==> config.mk <==
export PLATFORM = sky130hd
export DESIGN_NAME = dtmf_tone_synth_unit
export DESIGN_NICKNAME = d
export VERILOG_FILES = /design/src/rtl/dtmf_pkg.sv /design/src/rtl/dtmf_core.sv /design/src/rtl/dtmf_tone_synth_unit.sv
export SDC_FILE = /design/constraint.sdc
export NUM_CORES = 1
export LEC_CHECK = 0
export ABC_AREA = 1
export BUFFER_PORTS_ARGS = -buffer_cell sky130_fd_sc_hd__buf_2
export CAP_MARGIN = 20
export CORE_MARGIN = 10
export CORE_UTILIZATION = 42
export CTS_CLUSTER_SIZE = 8
export DETAILED_ROUTE_END_ITERATION = 8
export GPL_ROUTABILITY_DRIVEN = 0
export HOLD_SLACK_MARGIN = 0.1
export SLEW_MARGIN = 5
export SYNTH_ARGS = -nofsm -noshare
export SYNTH_HDL_FRONTEND = slang
export SYNTH_SLANG_ARGS = --single-unit
==> constraint.sdc <==
create_clock -name clk_i -period 9.4 [get_ports clk_i]
set_input_delay 1.88 -clock clk_i [delete_from_list [all_inputs] [get_ports clk_i]]
set_output_delay 1.88 -clock clk_i [all_outputs]
set_load 0.005 [all_outputs]
==> src/rtl/dtmf_pkg.sv <==
// Shared types and constants for the DTMF tone synthesizer.
// Holds the request/result payload structs and the 256-entry sine table.
// No dependencies.
`timescale 1ns / 1ps
`default_nettype none

package dtmf_pkg;

  localparam int unsigned CodeW  = 4;
  localparam int unsigned DutyW  = 8;
  localparam int unsigned PhaseW = 8;
  localparam int unsigned TicksW = 16;

  localparam logic [TicksW-1:0] ToneTicksRst = 16'd6250;

  localparam logic [CodeW-1:0] CodeStar = 4'd10;
  localparam logic [CodeW-1:0] CodeHash = 4'd11;

  typedef struct packed {
    logic             digit_pending;
    logic [CodeW-1:0] digit_code;
  } dtmf_req_t;

  typedef struct packed {
    logic [DutyW-1:0] duty;
    logic             digit_taken;
    logic             busy_res;
  } dtmf_res_t;

  localparam logic [DutyW-1:0] SineTab [256] = '{
    8'd127, 8'd130, 8'd133, 8'd136, 8'd139, 8'd143, 8'd146, 8'd149,
    8'd152, 8'd155, 8'd158, 8'd161, 8'd164, 8'd167, 8'd170, 8'd173,
    8'd176, 8'd178, 8'd181, 8'd184, 8'd187, 8'd190, 8'd192, 8'd195,
    8'd198, 8'd200, 8'd203, 8'd205, 8'd208, 8'd210, 8'd212, 8'd215,
    8'd217, 8'd219, 8'd221, 8'd223, 8'd225, 8'd227, 8'd229, 8'd231,
    8'd233, 8'd234, 8'd236, 8'd238, 8'd239, 8'd240, 8'd242, 8'd243,
    8'd244, 8'd245, 8'd247, 8'd248, 8'd249, 8'd249, 8'd250, 8'd251,
    8'd252, 8'd252, 8'd253, 8'd253, 8'd253, 8'd254, 8'd254, 8'd254,
    8'd254, 8'd254, 8'd254, 8'd254, 8'd253, 8'd253, 8'd253, 8'd252,
    8'd252, 8'd251, 8'd250, 8'd249, 8'd249, 8'd248, 8'd247, 8'd245,
    8'd244, 8'd243, 8'd242, 8'd240, 8'd239, 8'd238, 8'd236, 8'd234,
    8'd233, 8'd231, 8'd229, 8'd227, 8'd225, 8'd223, 8'd221, 8'd219,
    8'd217, 8'd215, 8'd212, 8'd210, 8'd208, 8'd205, 8'd203, 8'd200,
    8'd198, 8'd195, 8'd192, 8'd190, 8'd187, 8'd184, 8'd181, 8'd178,
    8'd176, 8'd173, 8'd170, 8'd167, 8'd164, 8'd161, 8'd158, 8'd155,
    8'd152, 8'd149, 8'd146, 8'd143, 8'd139, 8'd136, 8'd133, 8'd130,
    8'd127, 8'd124, 8'd121, 8'd118, 8'd115, 8'd111, 8'd108, 8'd105,
    8'd102, 8'd99,  8'd96,  8'd93,  8'd90,  8'd87,  8'd84,  8'd81,
    8'd78,  8'd76,  8'd73,  8'd70,  8'd67,  8'd64,  8'd62,  8'd59,
    8'd56,  8'd54,  8'd51,  8'd49,  8'd46,  8'd44,  8'd42,  8'd39,
    8'd37,  8'd35,  8'd33,  8'd31,  8'd29,  8'd27,  8'd25,  8'd23,
    8'd21,  8'd20,  8'd18,  8'd16,  8'd15,  8'd14,  8'd12,  8'd11,
    8'd10,  8'd9,   8'd7,   8'd6,   8'd5,   8'd5,   8'd4,   8'd3,
    8'd2,   8'd2,   8'd1,   8'd1,   8'd1,   8'd0,   8'd0,   8'd0,
    8'd0,   8'd0,   8'd0,   8'd0,   8'd1,   8'd1,   8'd1,   8'd2,
    8'd2,   8'd3,   8'd4,   8'd5,   8'd5,   8'd6,   8'd7,   8'd9,
    8'd10,  8'd11,  8'd12,  8'd14,  8'd15,  8'd16,  8'd18,  8'd20,
    8'd21,  8'd23,  8'd25,  8'd27,  8'd29,  8'd31,  8'd33,  8'd35,
    8'd37,  8'd39,  8'd42,  8'd44,  8'd46,  8'd49,  8'd51,  8'd54,
    8'd56,  8'd59,  8'd62,  8'd64,  8'd67,  8'd70,  8'd73,  8'd76,
    8'd78,  8'd81,  8'd84,  8'd87,  8'd90,  8'd93,  8'd96,  8'd99,
    8'd102, 8'd105, 8'd108, 8'd111, 8'd115, 8'd118, 8'd121, 8'd124
  };

endpackage

`default_nettype wire

==> src/rtl/dtmf_core.sv <==
// Tone state and per-tick sample computation for the DTMF synthesizer.
// Holds phases, steps, tick counter and held duty; uses dtmf_pkg.
`timescale 1ns / 1ps
`default_nettype none

module dtmf_core import dtmf_pkg::*; #(
  parameter int unsigned SampleRateHz = 62500
) (
  input  wire logic              clk_i,
  input  wire logic              rst_ni,
  input  wire logic              advance_i,
  input  wire dtmf_req_t         req_i,
  input  wire logic [TicksW-1:0] tone_ticks_i,
  output dtmf_res_t              res_o
);

  localparam logic [PhaseW-1:0] StepC1209 =
    PhaseW'((512 * 1209 + SampleRateHz) / (2 * SampleRateHz));
  localparam logic [PhaseW-1:0] StepC1336 =
    PhaseW'((512 * 1336 + SampleRateHz) / (2 * SampleRateHz));
  localparam logic [PhaseW-1:0] StepC1477 =
    PhaseW'((512 * 1477 + SampleRateHz) / (2 * SampleRateHz));
  localparam logic [PhaseW-1:0] StepR697 =
    PhaseW'((512 * 697 + SampleRateHz) / (2 * SampleRateHz));
  localparam logic [PhaseW-1:0] StepR770 =
    PhaseW'((512 * 770 + SampleRateHz) / (2 * SampleRateHz));
  localparam logic [PhaseW-1:0] StepR852 =
    PhaseW'((512 * 852 + SampleRateHz) / (2 * SampleRateHz));
  localparam logic [PhaseW-1:0] StepR941 =
    PhaseW'((512 * 941 + SampleRateHz) / (2 * SampleRateHz));

  logic [PhaseW-1:0] high_phase_q, high_phase_d;
  logic [PhaseW-1:0] low_phase_q, low_phase_d;
  logic [PhaseW-1:0] high_step_q, high_step_d;
  logic [PhaseW-1:0] low_step_q, low_step_d;
  logic [TicksW-1:0] ticks_left_q, ticks_left_d;
  logic              armed_q, armed_d;
  logic [DutyW-1:0]  duty_q, duty_d;

  logic [PhaseW-1:0] col_step, row_step;
  logic              code_ok;
  logic [DutyW:0]    sine_sum;
  logic              taken, busy;

  always_comb begin
    code_ok  = 1'b1;
    col_step = StepC1336;
    row_step = StepR941;
    unique case (req_i.digit_code)
      4'd0: begin col_step = StepC1336; row_step = StepR941; end
      4'd1: begin col_step = StepC1209; row_step = StepR697; end
      4'd2: begin col_step = StepC1336; row_step = StepR697; end
      4'd3: begin col_step = StepC1477; row_step = StepR697; end
      4'd4: begin col_step = StepC1209; row_step = StepR770; end
      4'd5: begin col_step = StepC1336; row_step = StepR770; end
      4'd6: begin col_step = StepC1477; row_step = StepR770; end
      4'd7: begin col_step = StepC1209; row_step = StepR852; end
      4'd8: begin col_step = StepC1336; row_step = StepR852; end
      4'd9: begin col_step = StepC1477; row_step = StepR852; end
      CodeStar: begin col_step = StepC1209; row_step = StepR941; end
      CodeHash: begin col_step = StepC1477; row_step = StepR941; end
      default: code_ok = 1'b0;
    endcase
  end

  assign sine_sum = {1'b0, SineTab[high_phase_q]} + {1'b0, SineTab[low_phase_q]};

  always_comb begin
    high_phase_d = high_phase_q;
    low_phase_d  = low_phase_q;
    high_step_d  = high_step_q;
    low_step_d   = low_step_q;
    ticks_left_d = ticks_left_q;
    armed_d      = armed_q;
    duty_d       = duty_q;
    taken        = 1'b0;
    busy         = 1'b0;
    priority if (armed_q) begin
      busy = 1'b1;
      if (ticks_left_q == '0) begin
        duty_d  = '0;
        armed_d = 1'b0;
      end else begin
        duty_d       = sine_sum[DutyW:1];
        high_phase_d = high_phase_q + high_step_q;
        low_phase_d  = low_phase_q + low_step_q;
        ticks_left_d = ticks_left_q - 1'b1;
      end
    end else if (req_i.digit_pending && code_ok) begin
      high_step_d  = col_step;
      low_step_d   = row_step;
      high_phase_d = '0;
      low_phase_d  = '0;
      ticks_left_d = tone_ticks_i;
      armed_d      = 1'b1;
      taken        = 1'b1;
      busy         = 1'b1;
    end
  end

  always_ff @(posedge clk_i or negedge rst_ni) begin
    if (!rst_ni) begin
      high_phase_q <= '0;
      low_phase_q  <= '0;
      high_step_q  <= '0;
      low_step_q   <= '0;
      ticks_left_q <= '0;
      armed_q      <= 1'b0;
      duty_q       <= '0;
    end else if (advance_i) begin
      high_phase_q <= high_phase_d;
      low_phase_q  <= low_phase_d;
      high_step_q  <= high_step_d;
      low_step_q   <= low_step_d;
      ticks_left_q <= ticks_left_d;
      armed_q      <= armed_d;
      duty_q       <= duty_d;
    end
  end

  assign res_o.duty        = duty_d;
  assign res_o.digit_taken = taken;
  assign res_o.busy_res    = busy;

endmodule

`default_nettype wire

==> src/rtl/dtmf_tone_synth_unit.sv <==
// DTMF tone synthesizer top level: request register, tone core, result register.
// Instantiates dtmf_core; uses dtmf_pkg.
//
// Usage:
//   Each request on the in channel (valid/ready) is one sample tick carrying
//   digit_pending and digit_code. Each request yields exactly one result on the
//   out channel (valid/ready): the PWM duty after that tick, whether the pending
//   digit was taken, and whether a tone is armed or ending.
//   Path: an accepted request goes into the request register, then the result
//   register, which drives out_valid_o and out_res_o.
//   Throughput: one request per cycle while out_ready_i is high; a tick's sine
//   reads, phase adds and count update are combinational between the registers.
//   Stall: when out_ready_i is low the result register holds; one more request
//   is still taken into the request register, after which in_ready_o drops.
//   tone_ticks is written through cfg_we_i/cfg_wdata_i and applies to digits
//   taken afterwards.
//   Reset: both pipeline stages empty, block idle, duty 0, tone_ticks 6250.
`timescale 1ns / 1ps
`default_nettype none

module dtmf_tone_synth_unit import dtmf_pkg::*; #(
  parameter int unsigned SAMPLE_RATE_HZ = 62500
) (
  input  wire logic              clk_i,
  input  wire logic              rst_ni,
  input  wire logic              in_valid_i,
  output logic                   in_ready_o,
  input  wire dtmf_req_t         in_req_i,
  output logic                   out_valid_o,
  input  wire logic              out_ready_i,
  output dtmf_res_t              out_res_o,
  input  wire logic              cfg_we_i,
  input  wire logic [TicksW-1:0] cfg_wdata_i
);

  logic              req_valid_q;
  dtmf_req_t         req_q;
  logic              res_valid_q;
  dtmf_res_t         res_q, res_d;
  logic [TicksW-1:0] tone_ticks_q;
  logic              stage_adv;

  assign stage_adv  = req_valid_q && (!res_valid_q || out_ready_i);
  assign in_ready_o = !req_valid_q || stage_adv;

  always_ff @(posedge clk_i or negedge rst_ni) begin
    if (!rst_ni) begin
      tone_ticks_q <= ToneTicksRst;
    end else if (cfg_we_i) begin
      tone_ticks_q <= cfg_wdata_i;
    end
  end

  always_ff @(posedge clk_i or negedge rst_ni) begin
    if (!rst_ni) begin
      req_valid_q <= 1'b0;
    end else if (in_ready_o) begin
      req_valid_q <= in_valid_i;
    end
  end

  always_ff @(posedge clk_i) begin
    if (in_ready_o && in_valid_i) begin
      req_q <= in_req_i;
    end
  end

  dtmf_core #(
    .SampleRateHz (SAMPLE_RATE_HZ)
  ) u_core (
    .clk_i        (clk_i),
    .rst_ni       (rst_ni),
    .advance_i    (stage_adv),
    .req_i        (req_q),
    .tone_ticks_i (tone_ticks_q),
    .res_o        (res_d)
  );

  always_ff @(posedge clk_i or negedge rst_ni) begin
    if (!rst_ni) begin
      res_valid_q <= 1'b0;
    end else if (stage_adv) begin
      res_valid_q <= 1'b1;
    end else if (out_ready_i) begin
      res_valid_q <= 1'b0;
    end
  end

  always_ff @(posedge clk_i) begin
    if (stage_adv) begin
      res_q <= res_d;
    end
  end

  assign out_valid_o = res_valid_q;
  assign out_res_o   = res_q;

endmodule

`default_nettype wire

**Yosys cells after proc, flatten, opt, wreduce, memory -nomap -nowiden**

Memory sizes are Yosys's and may differ from the RTL's.
Index checks and enable logic that the tools add are counted.

- Register bits: 90
- Bits in read-only memories: 4,096
- Output and inout bits: 12
- Memories kept: 2

Memories:

| name | words | bits a word | rd ports | clocked after Yosys merged registers in | wr ports | RTL line | RTL |
|---|---|---|---|---|---|---|---|
| (name not given) | 256 | 8 | 1 | 0 | 0 | dtmf_core.sv:66 | `assign sine_sum = {1'b0, SineTab[high_phase_q]} + {1'b0, SineTab[low_phase_q]};` |
| (name not given) | 256 | 8 | 1 | 0 | 0 | dtmf_core.sv:66 |  |

- $add $sub $neg: 4
- Order comparisons: 2
- Eq/ne operators: 12
- Muxes and demuxes: 22
- Bitwise logic cells: 3
- Reduce and logical (&&, ||, !) cells: 16

Operators with widths:

| operator | count |
|---|---|
| $mux W8 | 11 |
| $mux W16 | 3 |
| $ge A9 B9 Y1 const B | 2 |
| $not A8 Y9 | 2 |
| $add A8 B8 Y8 | 2 |
| $eq A4 B3 Y1 const B | 4 |
| $eq A4 B4 Y1 const B | 4 |
| $logic_not A16 Y1 | 1 |
| $sub A16 B1 Y16 const B | 1 |
| $reduce_or A12 Y1 | 1 |
| $add A8 B8 Y9 | 1 |
| $reduce_or A9 Y1 | 1 |
| $eq A4 B2 Y1 const B | 2 |
| $mux W1 | 6 |
| $reduce_and A3 Y1 | 2 |
| $eq A4 B1 Y1 const B | 1 |
| $logic_not A4 Y1 | 1 |
| $reduce_bool A2 Y1 | 2 |
| $reduce_or A4 Y1 | 1 |
| $logic_and A1 B1 Y1 | 3 |
| $mux W3 | 1 |
| $logic_not A1 Y1 | 2 |
| $logic_or A1 B1 Y1 | 2 |
| $mux W2 | 1 |
| 2 further kinds | 2 |

**Depth between registers and ports, before layout**

- Word-level depth: 7
- Depth in mapped cells: 26
- Gate-level depth less buffers: 25

**By module**

From an unflattened synthesis, not the netlist that was laid out.

- Cells, all modules: 1,138
- Area total of the unflattened synthesis: 7,453.4 um^2

By module, submodules not included:

| module | instances | cells an instance | area each (um^2) | sequential area each (um^2) |
|---|---|---|---|---|
| dtmf_core | 1 | 1,044 | 6,256.0 | 1,151.1 |
| dtmf_tone_synth_unit | 1 | 94 | 1,197.4 | 908.4 |

**Worst setup path before layout**

OpenSTA, ideal clock, no wires.

- Kind: in2out
- From: in out_ready_i
- To: out in_ready_o
- Arrival time: 2.029 ns
- Data required time: 7.520 ns
- Slack: 5.491 ns
- Stages on the path: 2
- Path buffers: 0
- Path through: inv_1 -> nand3_1

- Cells in the longest elaborated chain, start to end: 3

RTL lines:

| element | RTL line | RTL |
|---|---|---|
| start, declared | dtmf_tone_synth_unit.sv:30 | `input wire logic out_ready_i,` |
| $logic_or A1 B1 Y1 | dtmf_tone_synth_unit.sv:43 | `assign stage_adv = req_valid_q && (!res_valid_q \|\| out_ready_i);` |
| $logic_and A1 B1 Y1 | dtmf_tone_synth_unit.sv:43 |  |
| $logic_or A1 B1 Y1 | dtmf_tone_synth_unit.sv:44 | `assign in_ready_o = !req_valid_q \|\| stage_adv;` |
| end, declared | dtmf_tone_synth_unit.sv:27 | `output logic in_ready_o,` |

Every way passes these cells.

==> metrics.csv <==
stage,metric,value,unit
cts,cts_buffer_depth,2,
worst_setup_path,endpoint_kind,flop,
synth,synthXorXnorAreaFrac,0.0122,
final_layout,n_fill_cell,1724,
run_status,status,"finished, violations left",
pwr,p_switching,1.69,mW
synth,yosys_warnings,0,
sta,hold_ws,468,ps
pwr,p_leak,3.66,nW
floorplan,die_w,151,microns
global_routing,grt_pass1_vias,7367,
synth,ys_ff_latch,79,
cts,cts-resized-gates,0,
routing,drtPass1Iterations,8,
synth,synth-compound-area-share,0.256,
routing,vias_per_cell,5.98,
sta,min_period,4460,ps
final_layout,area_growth,9.25,%
place,placed_cells,1304,
global_routing,grt_use_total,0.201,
routing,drt_iter0_markers,1102,
synth,synth_ff_type,dfrtp_1,
sta,maxSlewViolCount,0,
floorplan,ioPinCount,38,
pwr,cellPowerDensity,401,nW/um^2
worst_setup_path,cp_top_family,compound AO/OA/AOI/OAI gates,
sta,finalClockSkew,6.93,ps
cts,clock-root-buffer,clkbuf_16,
pwr,intPower,1.45,mW
routing,antenna_left,0,
cts,cts_tree,done,
sta,period_share,0.475,
pwr,ir_worst_vdd,0.197,mV
worst_setup_path,path_cells,inv_1 > ha_1 > nor2_1 > nor2_1 > o21ai_0 > a21oi_1 > a211oi_1 > nor2_1 > o41ai_1 > fa_1 > nand3_1 > nand2_1 > a21oi_1 > o21ai_0 > xor2_1 > o22ai_1 > nand2_1 > o21ai_0,
synth,yosys.area_share.simple,0.266,
cts,cts_hold_buffers,0,
global_routing,antenna_found_initial,0,
cts,cts_num_sinks,79,
pwr,switching_share,0.538,
sta,finalHoldViolations,0,
synth,yosys.area_share.adder,0.0731,
synth,synth_top_family_by_area,simple AND/OR/NAND/NOR gates,
sta,finalSetupTns,0,ps
synth,syn_avg_cell_area,6.59,sq um
cts,cts-htree-levels,3,
synth,syn_area,7160,sq um
synth,syn_inst,1086,
cts,cts_buffers,9,
worst_setup_path,cp.required,9570,ps
synth,ys_seq_area_frac,0.288,
synth,async_flop_share,0.810,
routing,drt_wl_total,23200,microns
worst_setup_path,path_buf_inv,1,
worst_setup_path,slowest_delay,740,ps
final_layout,final_cells,1320,
floorplan,core_region_area,16600,sq um
final_layout,nets,1161,
sta,fmaxAchievable,0.224,GHz
cts,insertion_delay,330,ps
synth,syn_nets,1152,
final_layout,drive_gt1_frac,0.0818,
sta,setup_viol,0,
routing,drc,1,
routing,vias,7887,
place,placed_area,7480,sq um
synth,synthMuxAreaShare,0.00944,
worst_setup_path,cp_max_fo,11,
run_status,failed_checks,DRC,
worst_setup_path,setup.worst_path.class,flop to flop,
floorplan,core.rowCount,47,
sta,tightest_slew,902,ps
synth,synthDistinctLibCells,54,
sta,rsz0062_at_grt,false,
pwr,combPwrFrac,0.680,
synth,synth_edf_count,15,
run,cap_viol_max_count,0,
floorplan,initial_utilization,0.430,
pwr,p_clk_frac,0.127,
final_layout,diodes,0,
worst_setup_path,slowest_stage,o41ai_1,
floorplan,fp.dieH,151,microns
final_layout,design_area,7820,sq um
place,place_hpwl,16900,microns
global_routing,grt_overflow,0,
worst_setup_path,cp.arrival,4640,ps
sta,slew_headroom,0.391,
floorplan,die-area,22700,sq um
routing,wl_per_cell,17.6,microns
cts,cts_setup_buffers,0,
pwr,seqPwrFrac,0.193,
cts,clkSlewWorstSetupHoldPaths,60,ps
place,io_buffers,37,
global_routing,grt_max_degree,65,
global_routing,grt_pass1_wl,37600,microns
min_path,hp-class,flop to flop,
worst_setup_path,startpoint_type,flop,
==> registers in the layout, indices dropped and copies added (netlist names) <==
signal,flops
u_core.high_step_q,3
req_valid_q,1
u_core.high_phase_q,8
out_valid_o,1
out_res_o,10
u_core.low_phase_q,8
tone_ticks_q,16
u_core.duty_q,8
u_core.ticks_left_q,16
req_q,5
u_core.armed_q,1
u_core.low_step_q,2
==> power by group through the flow <==
stage               registers (mW)  clock network, mW  logic (mW)
floorplan                    0.557                  0        1.54
global placement             0.606                  0        2.08
detailed placement           0.604                  0        2.05
CTS                          0.601              0.408        2.06
global route                 0.620              0.421        2.36
finish                       0.604              0.398        2.13
==> cells by family after synthesis <==
logic type | Yosys count
mux | 6
buf+inv | 173
simple gates | 470
fa+ha+maj | 40
compound gates | 308
flops | 79
xor+xnor | 10
==> per-stage QoR <==
| stage | worst slack [ps] | total power [mW] | utilization |
|---|---|---|---|
| 6_report | 4940 | 3.14 | 0.470 |
| 5_1_grt | 4560 | 3.40 | 0.470 |
| 4_1_cts | 5010 | 3.07 | 0.470 |
| 3_5_place_dp | 4890 | 2.65 | 0.449 |
| 3_3_place_gp | 4910 | 2.68 | 0.449 |
| 2_1_floorplan | 5490 | 2.10 | - |
==> metal layers <==
layer | GRT usage | up-vias | part of all wire
li1 | - | 3714 | -
met1 | 0.273 | 3533 | 0.43
met2 | 0.303 | 536 | 0.43
met3 | 0.0372 | 104 | 0.099
met4 | 0.0957 | 0 | 0.043
met5 | 0 | - | 0
==> worst register-to-register path: stages (launching register included) <==
cell and delay [ps]:
dfrtp_1 550, inv_1 280, ha_1 440, nor2_1 210, nor2_1 130, o21ai_0 180
a21oi_1 100, a211oi_1 210, nor2_1 70, o41ai_1 740, fa_1 350, nand3_1 80
nand2_1 110, a21oi_1 70, o21ai_0 280, xor2_1 190, o22ai_1 130, nand2_1 80
o21ai_0 100
==> cell usage in the layout, fill, tap and decap left out, types with 4 or more instances in the layout <==
cell and instances:
nor2_1 118, o31ai_1 10, clkbuf_16 9, o311ai_0 4, inv_1 115, nand4_1 4, ha_1 37, o22ai_1 18
o41ai_1 4, xor2_1 8, clkinv_1 5, mux2_2 6, a31oi_1 13, nand2_1 259, edfxtp_1 15, dfrtp_1 58
a211oi_1 4, o221ai_1 9, inv_2 4, a221oi_1 5, nor3_1 17, dfstp_2 6, buf_4 10, nand3_1 62
a22oi_1 6, buf_2 37, o211ai_1 14, a21oi_1 79, o21ai_0 121
==> synth_stat cells (3+ instances only) <==
library cell | number | area share
nand3_1 | 62 | 0.043
clkbuf_1 | 27 | 0.014
o41ai_1 | 4 | 0.0049
o31ai_1 | 10 | 0.010
ha_1 | 37 | 0.065
nand2_1 | 259 | 0.14
a221oi_1 | 5 | 0.0061
o221ai_1 | 9 | 0.011
a211oi_1 | 4 | 0.0042
a21oi_1 | 79 | 0.055
clkinv_1 | 5 | 0.0026
dfrtp_1 | 58 | 0.20
dfstp_2 | 6 | 0.022
o21ai_0 | 121 | 0.085
edfxtp_1 | 15 | 0.063
nor3_1 | 17 | 0.012
inv_1 | 115 | 0.060
o21a_1 | 3 | 0.0031
a31oi_1 | 13 | 0.011
a22oi_1 | 6 | 0.0063
mux2_2 | 6 | 0.0094
o211ai_1 | 14 | 0.015
o2111ai_1 | 3 | 0.0037
xor2_1 | 8 | 0.0098
nand4_1 | 4 | 0.0035
fa_1 | 3 | 0.0084
inv_2 | 4 | 0.0021
buf_2 | 10 | 0.0070
nor2_1 | 118 | 0.062
o22ai_1 | 18 | 0.016
buf_1 | 8 | 0.0042
o311ai_0 | 4 | 0.0049
==> path summary, 6_finish.rpt <==
check,start,end,slack (ps),depth (start not counted)
worst max-delay path,u_core.low_phase_q[1],u_core.duty_q[5],4940,18
min in group asynchronous,rst_ni,req_valid_q,1720,2
worst max register to register,u_core.low_phase_q[1],u_core.duty_q[5],4940,18
max in group asynchronous,rst_ni,u_core.low_phase_q[7],7130,2
worst min-delay path,tone_ticks_q[6],tone_ticks_q[6],470,2
worst min register to register,tone_ticks_q[6],tone_ticks_q[6],470,2
==> cell type report <==
class / count / area (sq um) / area share
Tap cell: 220 / 275 / 0.0352
Clock inverter: 7 / 120 / 0.0154
Sequential cell: 79 / 2060 / 0.263
Clock buffer: 9 / 225 / 0.0288
Inverter: 124 / 465 / 0.0595
Multi-Input combinational cell: 834 / 4420 / 0.565
Timing Repair Buffer: 47 / 260 / 0.0333
Note: power is estimated with default switching activity, not from simulation.
